--- src/sv/riff_wav_header_parser_unit_assert.svh ---
// Assertion macros shared by the RIFF/WAVE header parser RTL.
`ifndef RIFF_WAV_HEADER_PARSER_UNIT_ASSERT_SVH
`define RIFF_WAV_HEADER_PARSER_UNIT_ASSERT_SVH

// Same-cycle implication, disabled while reset is active.
`define RWHP_ASSERT_NOW(lbl, clk, rstn, ante, cons, msg) \
  lbl: assert property (@(posedge clk) disable iff (!(rstn)) (ante) |-> (cons)) \
    else $error(msg);

// Next-cycle implication, disabled while reset is active.
`define RWHP_ASSERT_NEXT(lbl, clk, rstn, ante, cons, msg) \
  lbl: assert property (@(posedge clk) disable iff (!(rstn)) (ante) |=> (cons)) \
    else $error(msg);

`endif

--- src/sv/rwhp_pkg.sv ---
// Types, constants and helper functions of the RIFF/WAVE header parser.
`timescale 1ns / 1ps

package rwhp_pkg;

  localparam logic [31:0] TAG_RIFF = 32'h4646_4952;
  localparam logic [31:0] TAG_WAVE = 32'h4556_4157;
  localparam logic [31:0] TAG_FMT  = 32'h2074_6D66;
  localparam logic [31:0] TAG_DATA = 32'h6174_6164;

  localparam logic [31:0] FMT_MIN_LEN  = 32'd16;
  localparam logic [15:0] FORMAT_PCM   = 16'd1;
  localparam int unsigned OUT_BITS     = 130;
  localparam int unsigned OUT_TDATA_W  = 136;

  typedef enum logic [3:0] {
    PH_FILE = 4'b0001,
    PH_HDR  = 4'b0010,
    PH_PAY  = 4'b0100,
    PH_PAD  = 4'b1000
  } phase_e;

  typedef enum logic [1:0] {
    KIND_OTHER = 2'd0,
    KIND_FMT   = 2'd1,
    KIND_DATA  = 2'd2
  } kind_e;

  typedef enum logic [1:0] {
    ST_OK      = 2'd0,
    ST_TRUNC   = 2'd1,
    ST_UNSUP   = 2'd2,
    ST_MISSING = 2'd3
  } status_e;

  typedef enum logic [1:0] {
    REG_CHANNELS = 2'd0,
    REG_RATE     = 2'd1,
    REG_BITS     = 2'd2
  } reg_idx_e;

  typedef struct packed {
    logic [15:0] sample_width;
    logic [31:0] rate_hz;
    logic [15:0] channels;
    logic [31:0] pay_length;
    logic [31:0] pay_offset;
    status_e     status;
  } result_t;

  function automatic logic [31:0] put_byte(logic [31:0] v, logic [1:0] lane, logic [7:0] b);
    logic [31:0] r;
    r = v;
    for (int i = 0; i < 4; i++) begin
      if (lane == 2'(i)) begin
        r[8*i +: 8] = b;
      end
    end
    return r;
  endfunction

  function automatic logic [7:0] tag_byte(logic [31:0] tag, logic [1:0] lane);
    return tag[8*lane +: 8];
  endfunction

endpackage

--- src/sv/riff_wav_header_parser_unit.sv ---
// Top level of the RIFF/WAVE header parser: byte-serial chunk walker with result register.
`timescale 1ns / 1ps
//
// The block reads a WAV file one byte per transfer on the s_axis channel, with
// s_axis_tlast set on the final byte of the file. Each byte updates the parse
// state in the cycle it is accepted, so one byte is taken every clock cycle while
// s_axis_tready is high. Bytes other than the last give no result. The last byte
// gives one result transfer on m_axis, presented in the cycle after that byte is
// accepted: the status and, when the status is OK, the data offset and size and
// the channel count, sample rate and bits per sample of the last fmt chunk.
// The result waits in an output register; the next file's bytes are accepted
// while it waits unless the register is full and m_axis_tready is low, in
// which case s_axis_tready drops until the result is taken.
// The user must set the three expected values through the cfg write port only
// while no file is in progress; the block does not enforce this. Reset clears
// the parse state and loads 1 channel, 16000 Hz and 16 bits as expected values.
// Each last byte resets the parse state and the next byte starts a new file.

`include "riff_wav_header_parser_unit_assert.svh"

module riff_wav_header_parser_unit #(
  parameter int unsigned COUNT_BITS = 32
) (
  input  logic                               clk_i,
  input  logic                               rst_ni,
  input  logic                               s_axis_tvalid,
  output logic                               s_axis_tready,
  input  logic [7:0]                         s_axis_tdata,   // [7:0] byte_value
  input  logic                               s_axis_tlast,   // last_byte
  output logic                               m_axis_tvalid,
  input  logic                               m_axis_tready,
  // [1:0] status, [33:2] pay_offset, [65:34] pay_length, [81:66] channels,
  // [113:82] rate_hz, [129:114] sample_width, [135:130] zero
  output logic [rwhp_pkg::OUT_TDATA_W-1:0]   m_axis_tdata,
  input  logic                               cfg_we_i,
  input  logic [1:0]                         cfg_idx_i,
  input  logic [31:0]                        cfg_wdata_i
);

  logic [15:0] exp_channels_q;
  logic [31:0] exp_rate_q;
  logic [15:0] exp_bits_q;

  logic [COUNT_BITS-1:0] pos_q, pos_d;
  rwhp_pkg::phase_e      phase_q, phase_d;
  logic [2:0]            hdr_idx_q, hdr_idx_d;
  logic [31:0]           tag_q, tag_d;
  logic [31:0]           len_q, len_d;
  logic [31:0]           left_q, left_d;
  logic [4:0]            fmt_pos_q, fmt_pos_d;
  rwhp_pkg::kind_e       kind_q, kind_d;
  logic [15:0]           fmt_code_q, fmt_code_d;
  logic [15:0]           chan_q, chan_d;
  logic [31:0]           rate_q, rate_d;
  logic [15:0]           bits_q, bits_d;
  logic                  fmt_seen_q, fmt_seen_d;
  logic                  data_seen_q, data_seen_d;
  logic [COUNT_BITS-1:0] data_start_q, data_start_d;
  logic [31:0]           data_len_q, data_len_d;
  rwhp_pkg::status_e     err_code_q, err_code_d;
  logic                  err_seen_q, err_seen_d;
  logic                  magic_bad_q, magic_bad_d;

  logic                  m_valid_q, m_valid_d;
  rwhp_pkg::result_t     res_q, res_d;

  logic                  in_xfer;
  logic                  last_xfer;
  logic [7:0]            b;
  logic [31:0]           tag_w, len_w;
  logic [31:0]           left_dec;
  rwhp_pkg::status_e     status;

  assign s_axis_tready = !m_valid_q || m_axis_tready;
  assign in_xfer       = s_axis_tvalid && s_axis_tready;
  assign last_xfer     = in_xfer && s_axis_tlast;
  assign b             = s_axis_tdata;
  assign left_dec      = (left_q != 32'd0) ? (left_q - 32'd1) : left_q;

  always_ff @(posedge clk_i or negedge rst_ni) begin
    if (!rst_ni) begin
      exp_channels_q <= 16'd1;
      exp_rate_q     <= 32'd16000;
      exp_bits_q     <= 16'd16;
    end else if (cfg_we_i) begin
      case (cfg_idx_i)
        rwhp_pkg::REG_CHANNELS: exp_channels_q <= cfg_wdata_i[15:0];
        rwhp_pkg::REG_RATE:     exp_rate_q     <= cfg_wdata_i;
        rwhp_pkg::REG_BITS:     exp_bits_q     <= cfg_wdata_i[15:0];
        default: ;
      endcase
    end
  end

  always_comb begin
    pos_d        = pos_q;
    phase_d      = phase_q;
    hdr_idx_d    = hdr_idx_q;
    tag_d        = tag_q;
    len_d        = len_q;
    left_d       = left_q;
    fmt_pos_d    = fmt_pos_q;
    kind_d       = kind_q;
    fmt_code_d   = fmt_code_q;
    chan_d       = chan_q;
    rate_d       = rate_q;
    bits_d       = bits_q;
    fmt_seen_d   = fmt_seen_q;
    data_seen_d  = data_seen_q;
    data_start_d = data_start_q;
    data_len_d   = data_len_q;
    err_code_d   = err_code_q;
    err_seen_d   = err_seen_q;
    magic_bad_d  = magic_bad_q;
    tag_w        = (hdr_idx_q == 3'd0) ? 32'd0 : tag_q;
    len_w        = (hdr_idx_q == 3'd0) ? 32'd0 : len_q;

    if (in_xfer) begin
      pos_d = pos_q + COUNT_BITS'(1);
      if (!err_seen_q) begin
        case (phase_q)
          rwhp_pkg::PH_FILE: begin
            if (pos_q < COUNT_BITS'(4) &&
                b != rwhp_pkg::tag_byte(rwhp_pkg::TAG_RIFF, pos_q[1:0])) begin
              magic_bad_d = 1'b1;
            end
            if (pos_q >= COUNT_BITS'(8) && pos_q < COUNT_BITS'(12) &&
                b != rwhp_pkg::tag_byte(rwhp_pkg::TAG_WAVE, pos_q[1:0])) begin
              magic_bad_d = 1'b1;
            end
            if (pos_q >= COUNT_BITS'(11)) begin
              if (magic_bad_d) begin
                err_code_d = rwhp_pkg::ST_UNSUP;
                err_seen_d = 1'b1;
              end else begin
                phase_d   = rwhp_pkg::PH_HDR;
                hdr_idx_d = 3'd0;
              end
            end
          end
          rwhp_pkg::PH_HDR: begin
            if (!hdr_idx_q[2]) begin
              tag_w = rwhp_pkg::put_byte(tag_w, hdr_idx_q[1:0], b);
            end else begin
              len_w = rwhp_pkg::put_byte(len_w, hdr_idx_q[1:0], b);
            end
            tag_d = tag_w;
            len_d = len_w;
            if (hdr_idx_q == 3'd7) begin
              hdr_idx_d = 3'd0;
              if (tag_w == rwhp_pkg::TAG_FMT && len_w < rwhp_pkg::FMT_MIN_LEN) begin
                kind_d     = rwhp_pkg::KIND_FMT;
                err_code_d = rwhp_pkg::ST_TRUNC;
                err_seen_d = 1'b1;
              end else begin
                if (tag_w == rwhp_pkg::TAG_FMT) begin
                  kind_d     = rwhp_pkg::KIND_FMT;
                  fmt_pos_d  = 5'd0;
                  fmt_seen_d = 1'b1;
                end else if (tag_w == rwhp_pkg::TAG_DATA) begin
                  kind_d       = rwhp_pkg::KIND_DATA;
                  data_start_d = pos_q + COUNT_BITS'(1);
                  data_len_d   = len_w;
                  data_seen_d  = 1'b1;
                end else begin
                  kind_d = rwhp_pkg::KIND_OTHER;
                end
                left_d  = len_w;
                phase_d = (len_w == 32'd0) ? rwhp_pkg::PH_HDR : rwhp_pkg::PH_PAY;
              end
            end else begin
              hdr_idx_d = hdr_idx_q + 3'd1;
            end
          end
          rwhp_pkg::PH_PAY: begin
            if (kind_q == rwhp_pkg::KIND_FMT) begin
              if (fmt_pos_q <= 5'd1) begin
                fmt_code_d = fmt_pos_q[0] ? {b, fmt_code_q[7:0]} : {fmt_code_q[15:8], b};
              end else if (fmt_pos_q <= 5'd3) begin
                chan_d = fmt_pos_q[0] ? {b, chan_q[7:0]} : {chan_q[15:8], b};
              end else if (fmt_pos_q <= 5'd7) begin
                rate_d = rwhp_pkg::put_byte(rate_q, fmt_pos_q[1:0], b);
              end else if (fmt_pos_q == 5'd14 || fmt_pos_q == 5'd15) begin
                bits_d = fmt_pos_q[0] ? {b, bits_q[7:0]} : {bits_q[15:8], b};
              end
              if (fmt_pos_q < 5'd16) begin
                fmt_pos_d = fmt_pos_q + 5'd1;
              end
            end
            left_d = left_dec;
            if (left_dec == 32'd0) begin
              phase_d = len_q[0] ? rwhp_pkg::PH_PAD : rwhp_pkg::PH_HDR;
            end
          end
          rwhp_pkg::PH_PAD: begin
            phase_d   = rwhp_pkg::PH_HDR;
            hdr_idx_d = 3'd0;
          end
          default: begin
            phase_d   = rwhp_pkg::PH_HDR;
            hdr_idx_d = 3'd0;
          end
        endcase
      end
    end

    if (err_seen_d) begin
      status = err_code_d;
    end else if (phase_d != rwhp_pkg::PH_HDR) begin
      status = rwhp_pkg::ST_TRUNC;
    end else if (!fmt_seen_d || !data_seen_d) begin
      status = rwhp_pkg::ST_MISSING;
    end else if (fmt_code_d != rwhp_pkg::FORMAT_PCM || chan_d != exp_channels_q ||
                 rate_d != exp_rate_q || bits_d != exp_bits_q || data_len_d[0]) begin
      status = rwhp_pkg::ST_UNSUP;
    end else begin
      status = rwhp_pkg::ST_OK;
    end

    res_d        = res_q;
    res_d.status = status;
    if (status == rwhp_pkg::ST_OK) begin
      res_d.pay_offset   = 32'(data_start_d);
      res_d.pay_length   = data_len_d;
      res_d.channels     = chan_d;
      res_d.rate_hz      = rate_d;
      res_d.sample_width = bits_d;
    end else begin
      res_d.pay_offset   = 32'd0;
      res_d.pay_length   = 32'd0;
      res_d.channels     = 16'd0;
      res_d.rate_hz      = 32'd0;
      res_d.sample_width = 16'd0;
    end
    if (!last_xfer) begin
      res_d = res_q;
    end

    if (last_xfer) begin
      m_valid_d = 1'b1;
    end else if (m_axis_tready) begin
      m_valid_d = 1'b0;
    end else begin
      m_valid_d = m_valid_q;
    end
  end

  always_ff @(posedge clk_i or negedge rst_ni) begin
    if (!rst_ni) begin
      pos_q        <= '0;
      phase_q      <= rwhp_pkg::PH_FILE;
      hdr_idx_q    <= 3'd0;
      tag_q        <= 32'd0;
      len_q        <= 32'd0;
      left_q       <= 32'd0;
      fmt_pos_q    <= 5'd0;
      kind_q       <= rwhp_pkg::KIND_OTHER;
      fmt_code_q   <= 16'd0;
      chan_q       <= 16'd0;
      rate_q       <= 32'd0;
      bits_q       <= 16'd0;
      fmt_seen_q   <= 1'b0;
      data_seen_q  <= 1'b0;
      data_start_q <= '0;
      data_len_q   <= 32'd0;
      err_code_q   <= rwhp_pkg::ST_OK;
      err_seen_q   <= 1'b0;
      magic_bad_q  <= 1'b0;
      m_valid_q    <= 1'b0;
    end else if (last_xfer) begin
      pos_q        <= '0;
      phase_q      <= rwhp_pkg::PH_FILE;
      hdr_idx_q    <= 3'd0;
      tag_q        <= 32'd0;
      len_q        <= 32'd0;
      left_q       <= 32'd0;
      fmt_pos_q    <= 5'd0;
      kind_q       <= rwhp_pkg::KIND_OTHER;
      fmt_code_q   <= 16'd0;
      chan_q       <= 16'd0;
      rate_q       <= 32'd0;
      bits_q       <= 16'd0;
      fmt_seen_q   <= 1'b0;
      data_seen_q  <= 1'b0;
      data_start_q <= '0;
      data_len_q   <= 32'd0;
      err_code_q   <= rwhp_pkg::ST_OK;
      err_seen_q   <= 1'b0;
      magic_bad_q  <= 1'b0;
      m_valid_q    <= m_valid_d;
    end else begin
      pos_q        <= pos_d;
      phase_q      <= phase_d;
      hdr_idx_q    <= hdr_idx_d;
      tag_q        <= tag_d;
      len_q        <= len_d;
      left_q       <= left_d;
      fmt_pos_q    <= fmt_pos_d;
      kind_q       <= kind_d;
      fmt_code_q   <= fmt_code_d;
      chan_q       <= chan_d;
      rate_q       <= rate_d;
      bits_q       <= bits_d;
      fmt_seen_q   <= fmt_seen_d;
      data_seen_q  <= data_seen_d;
      data_start_q <= data_start_d;
      data_len_q   <= data_len_d;
      err_code_q   <= err_code_d;
      err_seen_q   <= err_seen_d;
      magic_bad_q  <= magic_bad_d;
      m_valid_q    <= m_valid_d;
    end
  end

  always_ff @(posedge clk_i) begin
    res_q <= res_d;
  end

  assign m_axis_tvalid = m_valid_q;
  assign m_axis_tdata  = {(rwhp_pkg::OUT_TDATA_W - rwhp_pkg::OUT_BITS)'(0), res_q};

  `RWHP_ASSERT_NEXT(a_last_gives_result, clk_i, rst_ni, last_xfer, m_valid_q,
                    "A last byte did not load the result register.")
  `RWHP_ASSERT_NEXT(a_last_clears_parse, clk_i, rst_ni, last_xfer,
                    phase_q == rwhp_pkg::PH_FILE && pos_q == '0 && !err_seen_q,
                    "Parse state was not cleared after a last byte.")
  `RWHP_ASSERT_NOW(a_fail_fields_zero, clk_i, rst_ni,
                   m_valid_q && res_q.status != rwhp_pkg::ST_OK,
                   res_q.pay_offset == 32'd0 && res_q.pay_length == 32'd0 &&
                   res_q.channels == 16'd0 && res_q.rate_hz == 32'd0 &&
                   res_q.sample_width == 16'd0,
                   "Result fields are not zero on a failing status.")
  `RWHP_ASSERT_NEXT(a_error_sticky, clk_i, rst_ni, err_seen_q && !last_xfer,
                    err_seen_q && $stable(err_code_q) && $stable(phase_q),
                    "A latched error changed before the last byte.")

endmodule
--- config.mk ---
export PLATFORM = sky130hd
export DESIGN_NAME = riff_wav_header_parser_unit
export DESIGN_NICKNAME = d
export VERILOG_FILES = /design/src/sv/rwhp_pkg.sv /design/src/sv/riff_wav_header_parser_unit.sv
export VERILOG_INCLUDE_DIRS = /design/src /design/src/sv
export SDC_FILE = /design/constraint.sdc
export NUM_CORES = 1
export LEC_CHECK = 0
export BUFFER_PORTS_ARGS = -buffer_cell sky130_fd_sc_hd__clkbuf_2
export CAP_MARGIN = 40
export CORE_MARGIN = 3
export CORE_UTILIZATION = 45
export DETAILED_ROUTE_END_ITERATION = 16
export PLACE_DENSITY = 0.77
export SYNTH_ARGS = -nofsm -noshare
export SYNTH_HDL_FRONTEND = slang
export SYNTH_SLANG_ARGS = --single-unit
--- constraint.sdc ---
create_clock -name clk_i -period 5.85 [get_ports clk_i]
set_input_delay 0.585 -clock clk_i [delete_from_list [all_inputs] [get_ports clk_i]]
set_output_delay 0.585 -clock clk_i [all_outputs]
set_load 0.02 [all_outputs]
Yosys cells after proc, flatten, opt, wreduce, memory -nomap -nowiden
Index checks and enable logic that the tools add are counted.
Storage, ports and cells
  memories kept: 0
  bits in latches: 0
  flip-flop bits (word level): 487
  bits in writable memories: 0
  memory bits (read-only): 0
  input port bits: 48
Cells by class
  shift-type cells: 2
  divide/modulo/power cells: 0
  multiply operators: 0
  reductions and logical operators: 39
  eq/ne operators: 33
  multiplexer cells: 169
  order comparisons: 9
  bitwise logic cells: 0
  $add $sub $neg: 4
Operators with widths (number)
  32-bit two-way mux: 50
  16-bit two-way mux: 25
  8-bit two-way mux: 12
  32-bit by 4-bit >= comparator with 1-bit output (second input constant): 2
  32-bit logical NOT: 2
  32-bit case mux with 2 select lines: 1
  32-bit by 6-bit variable part select with 8-bit output (first input constant): 2
  5-bit two-way mux: 8
  2-bit two-way mux: 19
  4-bit two-way mux: 9
  1-bit two-way mux: 33
  32-bit by 1-bit adder with 32-bit output (second input constant): 1
  32-bit by 30-bit == test with 1-bit output (second input constant): 1
  32-bit by 31-bit == test with 1-bit output (second input constant): 1
  32-bit by 3-bit less-than comparator with 1-bit output (second input constant): 1
  32-bit by 4-bit less-than comparator with 1-bit output (second input constant): 1
  32-bit by 5-bit less-than comparator with 1-bit output (second input constant): 1
  16-bit != test: 2
  32-bit != test: 1
  32-bit nonzero test: 1
  32-bit by 1-bit subtractor with 32-bit output (second input constant): 1
  3-bit two-way mux: 7
  3-bit != test (second input constant): 7
  16-bit by 1-bit != test with 1-bit output (second input constant): 1
  other kinds (34): 67

Depth between registers and ports, before layout
Gate-level depths: netlist of run 1.
  depth in word-level cells: 21
  depth in mapped cells: 17
  gate-level depth less buffers: 13

Least setup slack after synthesis of run 1
No wires, ideal clock.
  path type: in2reg
  start point: input port m_axis_tready
  end point: register res_q (netlist bit m_axis_tdata[0]), enable pin
  arrival: 5.214 ns
  data required time: 5.306 ns
  library setup time: 0.544 ns
  path slack: 0.091 ns
  stages on the path: 6
  path through: nor2b_1 inv_2 nand3_1 inv_1 clkbuf_1 buf_1
Between the ends
  word-level cells in the longest chain between the ends: 3
Ends and longest elaborated chain
  from (decl): line riff_wav_header_parser_unit.sv:31  | input logic m_axis_tready,
  1-bit logical OR: line riff_wav_header_parser_unit.sv:74  | assign s_axis_tready = !m_valid_q || m_axis_tready;
  via s_axis_tready: line riff_wav_header_parser_unit.sv:27  | output logic s_axis_tready,
  1-bit logical AND: line riff_wav_header_parser_unit.sv:75  | assign in_xfer = s_axis_tvalid && s_axis_tready;
  1-bit logical AND: line riff_wav_header_parser_unit.sv:76  | assign last_xfer = in_xfer && s_axis_tlast;
  via last_xfer: line riff_wav_header_parser_unit.sv:68  | logic last_xfer;
  to (signal assigned): line riff_wav_header_parser_unit.sv:316  | res_q <= res_d;
  to (decl): line riff_wav_header_parser_unit.sv:65  | rwhp_pkg::result_t res_q, res_d;
The timed path passes the listed nets, and every way through them passes these cells.
A chain may end at the register's enable or synchronous reset.

Worst setup path after layout of run 1
  start point: register fmt_pos_q[0]
  end point: register res_q (netlist bit m_axis_tdata[95]), data pin
Between the ends
  word-level cells in the longest chain between the ends: 18
Ends and longest elaborated chain
  from (decl): line riff_wav_header_parser_unit.sv:50  | logic [4:0] fmt_pos_q, fmt_pos_d;
  from (signal assigned): line riff_wav_header_parser_unit.sv:298  | fmt_pos_q <= fmt_pos_d;
  branches (longest 18 deep; another with 5-bit by 3-bit <= comparator with 1-bit output)
Several ways; the timed one is not identified.

==> results of run 1 <==
## worst max-delay path by stage
stage	start	end	slack [ns]	cells after the start
3_5_place_dp	s_axis_tdata[1]	m_axis_tdata[105]	0.83	12
5_1_grt	fmt_pos_q[1]	m_axis_tdata[128]	0.47	13
2_1_floorplan	m_axis_tready	m_axis_tdata[0]	0.09	6
4_1_cts	hdr_idx_q[0]	m_axis_tdata[128]	0.85	13
3_3_place_gp	s_axis_tdata[1]	m_axis_tdata[124]	0.90	12
6_report	fmt_pos_q[0]	m_axis_tdata[95]	0.78	12
## per-layer routing
layer	global-route usage [%]	vias to the layer above	wire [um]
met3	5.151	180	6600
met4	9.089	0	2545
li1	-	8938	-
met1	37.48	9960	31770
met5	0	-	0
met2	39.86	947	33640
## area by class of cell
class | count | area, um^2
well taps | 688 | 860.8
flip-flops and latches | 487 | 12850
fillers | 4583 | 25340
multi-input cells | 1734 | 10440
repair buffers | 249 | 1486
clock inverters | 32 | 362.8
clock buffers | 60 | 1329
inverters | 50 | 195.2
## state kept, by name, indices dropped and copies added, names as in the netlist, 16 cells and up
| signal | cells |
|---|---|
| len_q | 32 |
| exp_bits_q | 16 |
| left_q | 32 |
| pos_q | 32 |
| bits_q | 16 |
| m_axis_tdata | 130 |
| data_start_q | 32 |
| fmt_code_q | 16 |
| tag_q | 32 |
| exp_rate_q | 32 |
| rate_q | 32 |
| chan_q | 16 |
| exp_channels_q | 16 |
| data_len_q | 32 |
## power by group through the flow
stage	Combinational, mW	Clock (mW)	Sequential, mW
6_report	1.08	3.31	3.83
5_1_grt	1.17	3.50	3.85
4_1_cts	1.07	3.34	3.82
3_5_place_dp	1.06	0	3.89
3_3_place_gp	1.04	0	3.88
2_1_floorplan	0.643	0	3.89
## per-stage QoR
stage	std cells	utilization [%]	cell area (um^2)	hold slack (ns)
after CTS	3300	52.07	27530	0.1555
final	3300	52.07	27530	0.1135
after detailed placement	3208	48.87	25830	0.4657
after floorplan	2436	-	24190	0.2894
after global routing	3300	52.07	27530	0.1782
after global placement	3205	48.79	25790	0.4549
## placed cells by master, fill, tap and decap left out, types with 21 or more instances in the layout
master,netlist,layout
edfxtp_1,130,130
nand3_1,51,51
xor2_1,29,29
clkbuf_16,0,50
nor4_1,42,42
o21ai_0,165,165
xnor2_1,64,64
dfrtp_1,348,348
mux2_2,87,87
nor2_1,458,458
inv_1,46,45
a22o_1,42,42
nand2_1,135,135
a21oi_1,150,149
clkbuf_2,0,178
buf_4,7,64
mux2i_1,61,61
or3_1,21,21
a22oi_1,37,37
nor3_1,51,50
nand4_1,29,29
## cell families after synthesis
logic type	synth area share (%)
multiplexers	6.637
AO/OA/AOI/OAI	13.73
XOR/XNOR	3.370
adder cells (fa/ha/maj)	0.8283
buffers and inverters	3.831
flip-flops	53.16
AND/OR/NAND/NOR	18.42
other	0.01552
==> flow_summary.json, run 1 <==
{
  "synth_top_cell_by_area": "dfrtp_1",
  "synth_edf_count": 130,
  "setup_viol": 0,
  "ys_seq_area_share_pct": 53.16,
  "port-buffer-count": 179,
  "clkTransAtPathRegs_ns": 0.06,
  "numCtsBuffers": 49,
  "gp_congestion": 0.9617,
  "tightestPinTransition_ns": 1.038,
  "die_y_um": 237.8,
  "r2r_end": "m_axis_tdata[95]",
  "slowest_stage": "or3_1",
  "clkPwrFrac_pct": 40.3,
  "core_um2": 52870,
  "fin_crit_ns": 5.071,
  "vdd_ir_drop_max_v": 0.0002332,
  "cp_top_family": "simple AND/OR/NAND/NOR gates",
  "grt_pass1_vias": 19350,
  "swShare_pct": 27.72,
  "postCtsHoldBufs": 0,
  "pwr-share-comb_pct": 13.2,
  "status": "complete, no violations",
  "layout.nets": 2635,
  "antenna_found_initial": 1,
  "crit_fanout": 57,
  "timing.final.ws_setup_ns": 0.7794,
  "hold_violations": 0,
  "p_per_area_nw_per_um2": 298.8,
  "synth.avg_cell_area_um2": 9.942,
  "netlist_area_um2": 24170,
  "tritoncts": "built",
  "fp-row-count": 84,
  "p_switching_mw": 2.280,
  "tns_ns": 0,
  "grt_max_degree": 148,
  "areaGrowthSynthToFinish_pct": 13.88,
  "synth.distinct_cells": 79,
  "ys_seq_elements": 487,
  "die_area_um2": 56530,
  "grt_overflow": 0,
  "critPathCaptureType": "register",
  "final_layout_size_suffix_gt1_share_pct": 17.53,
  "synthFlopType": "dfrtp_1",
  "diodes": 0,
  "fin_skew_ns": 0.03523,
  "antenna_left": 0,
  "slew_viol_final": 0,
  "drt-total-wl_um": 74550,
  "grt_first_pass_wirelength_um": 116000,
  "synth_top_area_share_pct": 36.03,
  "synth_most_common_cell": "nor2_1",
  "rr_startpoint": "fmt_pos_q[0]",
  "preCtsSetupSlack_ns": 0.8336,
  "cts-resized-gates": 0,
  "hp-class": "in -> async",
  "synth_area_leaders": "dfrtp_1 36%, edfxtp_1 16%, nor2_1 7.1%, mux2_2 4.1%, o21ai_0 3.4%",
  "maxSlewHeadroom_pct": 30.79,
  "post_cts_buffers": 0,
  "vias": 20030,
  "drc_errors": 0,
  "clock_path_buffers": 3,
  "crit_chain": "ha_1, nor4bb_1, o21ai_1, or3_1, and3_1, or4_1, nor4_1, nand4_1, nor4_2, a31oi_4, buf_4, nor2_1",
  "r2r_setup_slack_ns": 0.78,
  "cap_violations": 0,
  "worstPathArrival_ns": 5.52,
  "synth_commonest_cells": "458 x nor2_1, 348 x dfrtp_1, 165 x o21ai_0, 150 x a21oi_1, 135 x nand2_1",
  "drt-initial-drc-count": 2359,
  "syn_inst": 2431,
  "chipWidth_um": 237.8,
  "first_pass_iters": 6,
  "power_mw": 8.224,
  "rsz0062_at_grt": "no",
  "wl_per_cell_um": 22.59,
  "critical_path_class": "reg -> reg",
  "num_io_pins": 186,
  "async_flop_share_pct": 73.31,
  "grt_usage_pct": 26.14,
  "pwr-share-seq_pct": 46.6,
  "cts-htree-levels": 2,
  "dp_hpwl_um": 50800,
  "worst-path-buf-inv": 1,
  "worstPathRequired_ns": 6.30,
  "post-route-period-util_pct": 86.68,
  "root_buffer": "clkbuf_16",
  "cts_sinks": 487,
  "cp-start-kind": "register",
  "p_int_mw": 5.945,
  "start_util_pct": 45.72,
  "worstSkewPairLatency_ns": 0.62,
  "leakage_nw": 11.63,
  "rr_worst_depth": 12,
  "ys_warn_count": 0,
  "critical-path-max-stage-delay_ns": 0.57,
  "fmax_ghz": 0.1972,
  "routed_via_density": 6.068
}
Note: power is estimated with default switching activity, not from simulation.
==> run 2: changes to the inputs <==
ABC_AREA = 1   (was default)
==> flow_summary.json, run 2 <==
{
  "die_y_um": 243.0,
  "slowest_stage": "nand2_2",
  "synth_commonest_cells": "678 x nand2_1, 364 x nor2_1, 363 x inv_1, 348 x dfrtp_1, 294 x o21ai_0",
  "routed_via_density": 5.277,
  "cts_sinks": 487,
  "synth.distinct_cells": 55,
  "first_pass_iters": 6,
  "cap_violations": 0,
  "synth_area_leaders": "dfrtp_1 34%, edfxtp_1 15%, nand2_1 10%, o21ai_0 5.8%, nor2_1 5.4%",
  "fin_skew_ns": 0.05132,
  "postCtsHoldBufs": 0,
  "worstPathArrival_ns": 5.09,
  "worstSkewPairLatency_ns": 0.62,
  "numCtsBuffers": 51,
  "fin_crit_ns": 4.739,
  "crit_fanout": 38,
  "chipWidth_um": 243.0,
  "final_common_cell": "nand2_1",
  "antenna_left": 0,
  "drc_errors": 0,
  "cts-htree-levels": 2,
  "vdd_ir_drop_max_v": 0.0002642,
  "num_io_pins": 186,
  "pwr-share-comb_pct": 23.9,
  "start_util_pct": 45.69,
  "core_um2": 55310,
  "fin_area_um2": 28260,
  "post-route-period-util_pct": 81.00,
  "post_cts_buffers": 0,
  "final_layout_size_suffix_gt1_share_pct": 15.85,
  "ys_seq_elements": 487,
  "grt_overflow": 0,
  "hold_violations": 0,
  "port-buffer-count": 179,
  "final_util_pct": 51.09,
  "hp-class": "in -> async",
  "setup_viol": 0,
  "cp-start-kind": "register",
  "netlist_area_um2": 25270,
  "critical_path_class": "reg -> reg",
  "leakage_nw": 12.86,
  "synth.avg_cell_area_um2": 8.543,
  "grt_pass1_vias": 19510,
  "drt-initial-drc-count": 2099,
  "maxSlewHeadroom_pct": 34.83,
  "wl_per_cell_um": 17.31,
  "drt-total-wl_um": 67210,
  "diodes": 0,
  "place_area_um2": 26640,
  "pwr-share-seq_pct": 41.5,
  "grt_first_pass_wirelength_um": 106500,
  "p_int_mw": 6.064,
  "clock_path_buffers": 3,
  "critPathCaptureType": "register",
  "grt_max_degree": 186,
  "areaGrowthSynthToFinish_pct": 11.83,
  "die_area_um2": 59040,
  "clkTransAtPathRegs_ns": 0.06,
  "dp_hpwl_um": 46380,
  "slew_viol_final": 0,
  "root_buffer": "clkbuf_16",
  "timing.hold.ws_ns": 0.08699,
  "fillCellCount": 5096,
  "ys_warn_count": 0,
  "gp_congestion": 0.9396,
  "grt_usage_pct": 22.44,
  "worstPathRequired_ns": 6.21,
  "async_flop_share_pct": 73.31,
  "p_per_area_nw_per_um2": 322.2,
  "path_common_cell": "nand2_1",
  "tritoncts": "built",
  "synth_most_common_cell": "nand2_1",
  "fp-row-count": 86,
  "p_switching_mw": 3.043,
  "cts-resized-gates": 0,
  "syn_inst": 2958,
  "antenna_found_initial": 0,
  "synth_top_area_share_pct": 34.46,
  "mostFrequentLayoutCells": "678 x nand2_1, 363 x inv_1, 362 x nor2_1",
  "place_inst": 3787,
  "largest_reg_flops": 130,
  "synth_top_cell_by_area": "dfrtp_1",
  "ys_seq_area_share_pct": 50.84,
  "tns_ns": 0,
  "crit_chain": "inv_1, ha_1, nand2_2, buf_4, nand3_1, o21ai_0, inv_1, nand2_1, nor2_1, nand3_1, nor2_1, nand2_1, inv_1, nand3_1, nand2_1, nand2_1, nand2_1, nand3_1, nand3_4, buf_4, nor2_4",
  "synthFlopType": "dfrtp_1",
  "clkPwrFrac_pct": 34.7,
  "layout.cells.non_filler": 3883,
  "vias": 20490,
  "status": "complete, no violations",
  "synth_edf_count": 130,
  "layout.nets": 3156,
  "swShare_pct": 33.41,
  "fmax_ghz": 0.2110,
  "tightestPinTransition_ns": 0.9776,
  "critical-path-max-stage-delay_ns": 0.49,
  "rsz0062_at_grt": "no"
}
-- run 2: changes by cell type in the layout (fill, tap and decap cells not counted), moves of 53 or more --
cell     previous run  this run
a21oi_1           149        40
inv_1              45       363
mux2_2             87         9
mux2i_1            61         0
nand2_1           135       678
nand3_1            51       131
nor2_1            458       362
nor2_4              0       108
o21ai_0           165       294
xnor2_1            64        11
-- run 2: worst max-delay path: cells and delay by family (launching register included) --
family	cells	cell delay, ns
flops	1	0.41
simple gates	14	2.32
buf+inv	5	1.23
fa+ha+maj	1	0.42
compound gates	1	0.13
-- run 2: final timing paths --
path	startpoint	end	slack, ns	cells past startpoint
worst max-delay path	hdr_idx_q[0]	m_axis_tdata[27]	1.11	21
worst min register to register	tag_q[5]	tag_q[5]	0.49	2
min in group clk_i	cfg_wdata_i[26]	exp_rate_q[26]	0.20	2
max in group asynchronous	rst_ni	left_q[7]	4.35	2
worst min-delay path	rst_ni	chan_q[2]	0.09	1
worst max register to register	hdr_idx_q[0]	m_axis_tdata[27]	1.11	21
-- run 2: metal layers --
layer  vias to the layer above  track usage [%]  routed length [um]
met5                         -                0                   0
met3                       167            3.900                5502
met4                         0            8.155                2492
met2                       895            35.17               30430
li1                       9791                -                   -
met1                      9637            31.40               28780
-- run 2: cell type report --
cell class,instances,area (um^2),area share [%]
repair buffers,210,1244,4.401
multi-input cells,1967,10200,36.11
clock buffers,75,1436,5.083
clock inverters,21,181.4,0.6420
well taps,748,935.9,3.312
inverters,375,1410,4.990
flip-flops and latches,487,12850,45.47
-- run 2: cells by family after synthesis --
logic type,synth area share (%)
AO/OA/AOI/OAI,10.77
XOR/XNOR,1.664
adder cells (fa/ha/maj),0.7922
buffers and inverters,8.932
flip-flops,50.84
multiplexers,0.4011
other,0.01484
AND/OR/NAND/NOR,26.58
-- run 2: stage by stage --
step / setup slack (ns) / power [mW]
after detailed placement: 1.179 / 5.971
after global routing: 0.6886 / 9.572
after CTS: 1.196 / 9.116
after global placement: 1.255 / 5.937
final: 1.111 / 9.106
after floorplan: 0.2157 / 5.439
-- run 2: power by group through the flow --
stage / combinational [mW] / clock (mW) / sequential, mW
3_5_place_dp: 2.14 / 0 / 3.84
5_1_grt: 2.44 / 3.35 / 3.79
2_1_floorplan: 1.58 / 0 / 3.86
3_3_place_gp: 2.11 / 0 / 3.83
4_1_cts: 2.15 / 3.19 / 3.77
6_report: 2.17 / 3.16 / 3.78
